===== src/rtl/assert_macros.svh =====
// assertion macros shared by the letter bigram sampler rtl
// no dependencies; included by the controller and the datapath
`ifndef ASSERT_MACROS_SVH
`define ASSERT_MACROS_SVH

// property must hold at every clock edge outside reset
`define ASSERT_PROP(lbl, clk, rst_n, prop, msg) \
  lbl: assert property (@(posedge clk) disable iff (!rst_n) (prop)) else $error(msg);

// expression must never be true outside reset
`define ASSERT_NEVER(lbl, clk, rst_n, expr, msg) \
  lbl: assert property (@(posedge clk) disable iff (!rst_n) !(expr)) else $error(msg);

`endif


===== src/rtl/lbms_pkg.sv =====
// shared types and constants of the letter bigram sampler
// no dependencies; used by lbms_ctrl, lbms_datapath and the top level
package lbms_pkg;

  // default configuration
  localparam int unsigned DEF_ALPHABET      = 26;
  localparam int unsigned DEF_COUNT_BITS    = 16;
  localparam int unsigned DEF_FRACTION_BITS = 16;

  // fixed field widths
  localparam int unsigned TRAIN_BYTE_W = 8;
  localparam int unsigned LETTER_W     = 5;
  localparam int unsigned FRAC_IN_W    = 16;

  // ascii code of the first letter
  localparam int unsigned LETTER_BASE = 97;

  // request codes
  localparam logic REQ_TRAIN  = 1'b0;
  localparam logic REQ_SAMPLE = 1'b1;

  // commands from controller to datapath
  typedef struct packed {
    logic clear_wr;
    logic load;
    logic train_rd;
    logic train_wr;
    logic mul;
    logic walk;
  } lbms_cmd_t;

  // status from datapath to controller
  typedef struct packed {
    logic clear_last;
    logic walk_end;
  } lbms_sts_t;

endpackage


===== src/rtl/lbms_ctrl.sv =====
// controller state machine of the letter bigram sampler
// depends on lbms_pkg and assert_macros.svh
`include "assert_macros.svh"

module lbms_ctrl (
  input  logic                clk_i,
  input  logic                rst_ni,
  input  logic                start_i,
  input  logic                req_type_i,
  output logic                busy_o,
  output logic                done_o,
  output lbms_pkg::lbms_cmd_t cmd_o,
  input  lbms_pkg::lbms_sts_t sts_i
);
  import lbms_pkg::*;

  typedef enum logic [2:0] {
    ST_CLEAR,
    ST_IDLE,
    ST_TRAIN_RD,
    ST_TRAIN_WR,
    ST_MUL,
    ST_WALK
  } state_e;

  state_e state_q;
  logic   busy_q;
  logic   done_q;

  // state, busy and result strobe
  always_ff @(posedge clk_i or negedge rst_ni) begin
    if (!rst_ni) begin
      state_q <= ST_CLEAR;
      busy_q  <= 1'b1;
      done_q  <= 1'b0;
    end else begin
      done_q <= 1'b0;
      unique case (state_q)
        ST_CLEAR: begin
          if (sts_i.clear_last) begin
            state_q <= ST_IDLE;
            busy_q  <= 1'b0;
          end
        end
        ST_IDLE: begin
          if (start_i) begin
            busy_q  <= 1'b1;
            state_q <= (req_type_i == REQ_SAMPLE) ? ST_MUL : ST_TRAIN_RD;
          end
        end
        ST_TRAIN_RD: begin
          state_q <= ST_TRAIN_WR;
        end
        ST_TRAIN_WR: begin
          state_q <= ST_IDLE;
          busy_q  <= 1'b0;
        end
        ST_MUL: begin
          state_q <= ST_WALK;
        end
        ST_WALK: begin
          if (sts_i.walk_end) begin
            state_q <= ST_IDLE;
            busy_q  <= 1'b0;
            done_q  <= 1'b1;
          end
        end
        default: begin
          state_q <= ST_IDLE;
          busy_q  <= 1'b0;
        end
      endcase
    end
  end

  // command decode
  always_comb begin
    cmd_o          = '0;
    cmd_o.clear_wr = (state_q == ST_CLEAR);
    cmd_o.load     = (state_q == ST_IDLE) && start_i;
    cmd_o.train_rd = (state_q == ST_TRAIN_RD);
    cmd_o.train_wr = (state_q == ST_TRAIN_WR);
    cmd_o.mul      = (state_q == ST_MUL);
    cmd_o.walk     = (state_q == ST_WALK);
  end

  assign busy_o = busy_q;
  assign done_o = done_q;

  // a result strobe always comes with the block ready again
  `ASSERT_PROP(a_done_not_busy, clk_i, rst_ni, done_q |-> !busy_q, "result while busy")
  // a result strobe lasts a single cycle
  `ASSERT_PROP(a_done_single, clk_i, rst_ni, done_q |=> !done_q, "result strobe too long")
  // a train word keeps the block busy through the read and write states, then frees it
  `ASSERT_PROP(a_train_len, clk_i, rst_ni,
    (start_i && !busy_q && req_type_i == REQ_TRAIN) |=> busy_q ##1 busy_q ##1 !busy_q,
    "train word took the wrong number of cycles")

endmodule


===== config.mk =====
export PLATFORM = sky130hd
export DESIGN_NAME = lbms_ctrl
export DESIGN_NICKNAME = d
export VERILOG_FILES = /design/src/rtl/lbms_pkg.sv /design/src/rtl/lbms_ctrl.sv
export VERILOG_INCLUDE_DIRS = /design/src /design/src/rtl
export SDC_FILE = /design/constraint.sdc
export NUM_CORES = 1
export LEC_CHECK = 0
export ABC_AREA = 1
export BUFFER_PORTS_ARGS = -buffer_cell sky130_fd_sc_hd__buf_4
export CAP_MARGIN = 5
export CORE_AREA = 2 2 39 41
export CTS_BUF_LIST = sky130_fd_sc_hd__clkbuf_8
export CTS_CLUSTER_SIZE = 24
export DETAILED_ROUTE_END_ITERATION = 10
export DIE_AREA = 0 0 41 43
export GPL_TIMING_DRIVEN = 0
export SYNTH_ARGS = -nofsm -noshare
export SYNTH_HDL_FRONTEND = slang
export SYNTH_SLANG_ARGS = --single-unit

===== constraint.sdc =====
create_clock -name clk_i -period 2.2 [get_ports clk_i]
set_input_delay 0 -clock clk_i [delete_from_list [all_inputs] [get_ports clk_i]]
set_output_delay 0 -clock clk_i [all_outputs]
set_load 0.02 [all_outputs]

# Word level (Yosys, flattened, before mapping)
# Cells that the tools add are included.
# op_classes
eq_ne	8
bitwise_logic	1
reduce_logical	5
n_mux	11
# ops
cell	count
one-hot mux 3 bit (5 select lines)	1
two-way mux 3 bit	4
== test 3 x 2 -> 1 bit, second input constant	2
== test 3 bit, second input constant	2
two-way mux 1 bit	5
inequality test 2 x 1 -> 1 bit, second input constant	2
one-hot mux 1 bit (4 select lines)	1
AND reduction 4 bit	1
== test 3 x 1 -> 1 bit, second input constant	1
logical NOT 3 bit	1
AND reduction 3 bit	1
inequality test 2 bit, second input constant	1
OR reduction 2 bit	1
logical AND 1 bit	1
inverter 1 bit	1
# word_totals
out_inout_bits	8
in_bits	6
reg_bits	5
elab_cells	28

# Longest topological paths before layout
# Gate-level depths: netlist of the first run.
# logic_depth
ltp_word	4
depth_mapped	7
depth_no_buf	7

# Worst setup path after synthesis of the first run
# No wires, ideal clock.
# synth_path
path_type	register -> register
from	register state_q[2]
to	register state_q[0]
arrival_time_ns	1.087
slack_ns	1.000
setup_time_ns	0.113
n_path_buf	0
path_stages_with_launch	7
cell_sequence	dfrtp_1 > inv_2 > nand3_2 > nor2_1 > inv_1 > nand2_1 > inv_1
# synth_between
elab_chain_cells	3
elab_cells_between_ends	10
# synth_lines
item	line_no	source
start, declared	lbms_ctrl.sv:26	state_e state_q;
start signal, assigned	lbms_ctrl.sv:48	state_q <= (req_type_i == REQ_SAMPLE) ? ST_MUL : ST_TRAIN_RD;
== test 3 bit, or another cell as far along	lbms_ctrl.sv:38	unique case (state_q)
inequality test 2 x 1 -> 1 bit (no source line) / inequality test 2 bit (equally long branches)	--	
AND reduction 3 bit (no source line)	--	
# Several ways; a longest one is shown, not always the timed one.
# A chain may end at the register's enable or synchronous reset.

==> results.md, run 1 <==
* Yosys top cell by area: dfrtp_1
* Synth Register Bits at 5
* Via Count at ~300
* Max Cap Viol at 0
* FMAX at a little under 900 MHz
* Status: finished, final reports clean
* TNS Setup at 0 ns
* GPL Wtd Cong at 0.7465
* Post-Syn Nets at between 40 and 50
* Final WS setup at around 1.1 ns
* Largest cells by area after synthesis: dfrtp_1 (33%), inv_1 (15%), nand3_2 (9.8%), nand2_1 (9.8%), dfstp_2 (8.6%)
* Netlist Area Pre-Place at just over 300 sq um
* Worst Setup SP: state_q[2]
* Most Used Layer, Global Route: met2
* Clk network pwr share at roughly a quarter
* Setup Buffers After CTS at 0
* Hold path start: sts_i[0]
* Max FO, Critical Path at 4
* Layout Area Growth over Synthesis at 56.56%
* DRC viols at 0
* Nets@finish at just under 70
* Met2 Use GR at ~14%
* Post-CTS Hold Fix Bufs at 1
* Fin util at 34.54%
* DRT iter0 DRCs at 3
* Seq pwr share at around 25%
* Power, Total at 686.2 uW
* Initial antenna violation count at 0
* Leakage at approximately 0.30 nW
* # rows at 14
* Combinational power share at 50.5%
* Power density cells at between 1000 and 1500 nW/um^2
* Htree depth at 1
* Clock buffers created by TritonCTS at 3
* Initial DRT Pass Iterations at 3
* Relative slew slack at slightly below 90%
* Largest net degree at the start of global routing at 6
* Initial core utilization at approximately 22%
* PortBufs at 13
* Hold WC Path Type: in2reg
* Fraction of layout cells with a size suffix above 1 at roughly 43%
* Synth warnings at 0
* Sw frac at between 40% and 50%
* Syn Area/Cell at 7.100 sq um
* Measured slew at the worst slew-check pin at ~0.18 ns
* Netlist cell types at 12
* Switching power at roughly 290 uW
* Post-route minimum period at approximately 1.1 ns
* CTS tree: done
* CP required at 2.20 ns
* Final Hold Vio Count at 0
* Dpl ws at between 1 and 1.5 ns
* IO Pins at 14
* Seq/Total Area, Yosys at between 40 and 50%
* CTS sink count at 5
* Met3 Usage GRT at 3.141%
* Die Height at about 43 um
* WHS at between 0.009 and 0.01 ns
* First-pass GRT wire length at 1.007 mm
* Root buf cell: clkbuf_8
* Pint at ~390 uW
* Worst setup EP type: primary output
* Clock latency on the worst-skew pair at about 0.22 ns
* Post-cts sizing count at 0
* Gate Count Post-Synth at 43
* Max Slew Vio Count at 0
* Clk buf depth at 2
* Met1 usage at between 8 and 9%
* Worst EP arrival at roughly 1.1 ns
* Die area at approximately 1800 sq um
* Post-DR vias/cell at 3.883
* Vias in the first global route at 270
* DR WL/cell at about 8.5 um
* Share of the synthesized area in the top cell type at approximately a third
* Final period util at 51.36%
* Die span in x at slightly above 40 um
* ANT nets after route at 0
* Setup CP Type: reg2out
* Final WL at around 650 um
* GRT overflow at 0
* Fin Clk Skew at between 0.0008 and 0.0009 ns
* Inserted Diodes at 0
* FF-to-FF Start: state_q[1]
* Worst VDD drop at 0.5947 mV
* Final setup violating endpoints at 0
* Worst setup SP type: flop
* Core area at roughly 1400 sq um
* Clock slew at reported path FFs at 0.04 ns
* Detail Placement HPWL at 521.4 um
* Unrepaired setup endpoints after global routing: no
* Total GRT Usage at under 10%
[worst paths after layout]
| kind | slack, ns | depth (start not counted) | endpoint |
|---|---|---|---|
| setup / recovery | 1.07 | 4 | cmd_o[4] |
| hold / removal | 0.009 | 3 | done_o |
| setup reg to reg | 1.10 | 5 | state_q[1] |
| hold reg to reg | 0.46 | 2 | busy_o |
| max in group asynchronous | 1.88 | 2 | busy_o |
| min in group asynchronous | 0.12 | 2 | state_q[0] |
[cell usage after synthesis]
library cell / count
nor2_1: 4
inv_2: 2
nand3_1: 1
nand3_2: 3
inv_1: 12
and3_1: 1
o21ai_0: 2
nand2_1: 8
dfstp_2: 1
nor3_1: 1
dfrtp_1: 4
nor2_2: 4
[placed cells by master (no fill, tap or decap)]
master         instances
nand3_2                3
dfrtp_1                4
o21ai_0                2
nand2_1                8
nor3_1                 1
nand3_1                1
dfstp_2                1
clkbuf_8               3
inv_2                  2
and3_1                 1
inv_1                 13
nor2_2                 4
buf_4                 13
nor2_1                 4
dlygate4sd3_1          1
[sequential cells by signal, indices dropped and copies added (netlist names)]
register	cells
busy_o	1
state_q	3
done_o	1
[logic make-up (layout without fill, tap and decap cells)]
group	after synthesis	after routing	share of synthesized area [%]
buffers and inverters	14	32	17.21
AND/OR/NAND/NOR	22	22	38.11
AO/OA/AOI/OAI	2	2	3.279
flip-flops	5	5	41.40
[through the flow]
step | std cells | instance area (sq um)
floorplan | 43 | 305.3
global placement | 72 | 422.9
detailed placement | 72 | 422.9
CTS | 77 | 478.0
global route | 77 | 478.0
finish | 77 | 478.0
[critical path, cell delays in order (launching register included)]
cell,delay (ns)
dfrtp_1,0.41
inv_2,0.10
nand3_2,0.10
nor2_1,0.14
buf_4,0.16
[per-layer routing]
| layer | up-vias | wire length (um) |
|---|---|---|
| met1 | 132 | 286 |
| li1 | 159 | - |
| met5 | - | 0 |
| met4 | 0 | 0 |
| met2 | 8 | 331 |
| met3 | 0 | 36 |
[power groups by stage]
stage / registers [mW] / logic, mW / clock network, mW
after detailed placement: 0.176 / 0.349 / 0
after global placement: 0.174 / 0.345 / 0
after global routing: 0.178 / 0.383 / 0.179
final: 0.174 / 0.347 / 0.165
after CTS: 0.175 / 0.353 / 0.170
after floorplan: 0.186 / 0.215 / 0
[area by class of cell]
type                            count  area (sq um)
Fill cell                         155         905.9
Sequential cell                     5         126.4
Multi-Input combinational cell     24         126.4
Timing Repair Buffer               14         107.6
Inverter                           14         52.55
Clock buffer                        3         41.29
Tap cell                           16         20.02
Clock inverter                      1         3.754
(Power assumes the default switching activity.)
==> run 2, diff against run 1 <==
clock period = 1.2 ns   (was 2.2 ns; I/O delays follow)
==> results.md, run 2 (synthesized netlist as in run 1, its figures left out) <==
* Status: finished, final reports clean
* Switching power at 544.9 uW (+85%)
* Die span in x at 41 um (unchanged)
* Clk buf depth at 2 (unchanged)
* WHS at 0.009234 ns (+0.00001051 ns)
* Final period util at between 90% and 100%
* Worst setup SP type: flop
* Root buf cell: clkbuf_8
* Setup Buffers After CTS at 0 (unchanged)
* ANT nets after route at 0 (unchanged)
* Die Height at 43 um (unchanged)
* Measured slew at the worst slew-check pin at 0.1779 ns (-0.0003458 ns)
* GPL Wtd Cong at 0.7465 (unchanged)
* Fin Clk Skew at 0.0008800 ns (-0.00000006900 ns)
* Nets@finish at 68 (unchanged)
* Initial antenna violation count at 0 (unchanged)
* Combinational power share at 50.8% (+0.3 points)
* IO Pins at 14 (unchanged)
* Largest Register: state_q
* Largest net degree at the start of global routing at 6 (unchanged)
* PortBufs at 13 (unchanged)
* Largest register FFs at 3 (unchanged)
* DRT iter0 DRCs at 3 (unchanged)
* Unrepaired setup endpoints after global routing: no
* Worst EP arrival at 1.11 ns (-0.02 ns)
* First-pass GRT wire length at 1.007 mm (unchanged)
* Clock slew at reported path FFs at 0.04 ns (about the same)
* Worst R2R Setup Slack at 0.10 ns (-1.00 ns)
* Core area at 1384 sq um (unchanged)
* Via Count at 297 (-0.67%)
* WL met3 at 36 um (unchanged)
* TNS Setup at 0 ns (unchanged)
* Clock buffers created by TritonCTS at 3 (unchanged)
* Htree depth at 1 (unchanged)
* Inserted Diodes at 0 (unchanged)
* Final setup violating endpoints at 0 (unchanged)
* Pint at 720.6 uW (+84%)
* Fraction of layout cells with a size suffix above 1 at 44.26% (+1.6 points)
* Critical Path, Cell by Cell: inv_2, nand3_2, nor2_2, buf_4
* Vias in the first global route at 270 (unchanged)
* Slowest stage delay, CP at 0.41 ns (about the same)
* Clk network pwr share at 23.9% (-0.2 points)
* CTS sink count at 5 (unchanged)
* CTS tree: done
* Most frequent cells in the layout: inv_1 (13), buf_4 (13), nand2_1 (8)
* Worst VDD drop at 1.090 mV (+83%)
* Power, Total at 1.266 mW (+84%)
* Sw frac at 43.06% (+0.20 points)
* Layout Area Growth over Synthesis at 57.38%
* Fin cells at 77 (unchanged)
* Post-route minimum period at 1.108 ns
* Power density cells at 2634 nW/um^2 (+83%)
* Hold WC Path Type: in2reg
* Total GRT Usage at 8.999% (unchanged)
* Worst-path cell with the longest stage delay: dfrtp_1
* Placed cell count at 72 (unchanged)
* CP required at 1.20 ns (-1.00 ns)
* Seq pwr share at 25.3% (about the same)
* Final WL at 659 um (+0.76%)
* Relative slew slack at 88.14% (about the same)
* # rows at 14 (unchanged)
* DRC viols at 0 (unchanged)
* Setup CP Type: reg2out
* FMAX at 902.6 MHz
* Leakage at 0.3003 nW (about the same)
* Post-DR vias/cell at 3.857 (-0.67%)
* Initial core utilization at 22.06% (unchanged)
* Max Slew Vio Count at 0 (unchanged)
* DR WL/cell at 8.558 um (+0.76%)
* Met1 wire length at 289 um (+1.0%)
* Detail Placement HPWL at 521.4 um (unchanged)
* Max Cap Viol at 0 (unchanged)
* Final Hold Vio Count at 0 (unchanged)
* Die area at 1763 sq um (unchanged)
* Max Used Layer: met3
* GRT overflow at 0 (unchanged)
* Met2 Wirelength at 332 um (+0.30%)
* Initial DRT Pass Iterations at 3 (unchanged)
* Max FO, Critical Path at 4 (unchanged)
* Worst setup EP type: primary output
* Clock latency on the worst-skew pair at 0.22 ns (about the same)
==> run 2: cell counts in the layout (fill, tap and decap cells not counted) <==
Identical to the previous run, type by type.
==> run 2: per-layer routing <==
| layer | global-route usage, % | up-vias |
|---|---|---|
| met3 | 3.141 | 0 |
| met5 | 0 | - |
| met2 | 14.06 | 8 |
| li1 | - | 158 |
| met4 | 8.000 | 0 |
| met1 | 8.553 | 131 |
==> run 2: power groups by stage <==
stage	Clock, mW	Combinational (mW)	Sequential, mW
after global placement	0	0.633	0.318
after CTS	0.312	0.647	0.321
after floorplan	0	0.394	0.342
after detailed placement	0	0.641	0.323
after global routing	0.329	0.708	0.326
final	0.303	0.643	0.320
==> run 2: worst paths after layout <==
kind                             from    endpoint  cells past startpoint
min in group asynchronous      rst_ni  state_q[0]                      2
max in group asynchronous      rst_ni      busy_o                      2
min                          sts_i[0]      done_o                      3
max                        state_q[2]    cmd_o[4]                      4
max reg2reg                state_q[1]  state_q[1]                      5
min reg2reg                    busy_o      busy_o                      2
==> run 2: repair_timing <==
action | CTS | global route
hold endpoints to repair | 5 | 0
hold buffers | 1 | 0
endpoints found under the setup margin | 0 | 1
resized for setup | 0 | 1
==> run 2: worst max-delay path: cells and delay by family (launching register included) <==
| family | cells | cell delay, ns |
|---|---|---|
| buf+inv | 2 | 0.25 |
| flops | 1 | 0.41 |
| simple gates | 2 | 0.23 |
==> run 2: final cells by class <==
type,count,area [sq um]
fillers,154,903.4
multi-input cells,24,128.9
flip-flops and latches,5,126.4
repair buffers,14,107.6
inverters,14,52.55
clock buffers,3,41.29
well taps,16,20.02
clock inverters,1,3.754
==> run 2: through the flow <==
step                area, sq um  utilization, %  setup slack [ns]
global placement          422.9           30.56            0.1160
floorplan                 305.3               -         0.0003842
CTS                       478.0           34.54           0.05065
detailed placement        422.9           30.56           0.09664
global route              480.5           34.72           0.02496
finish                    480.5           34.72           0.09213
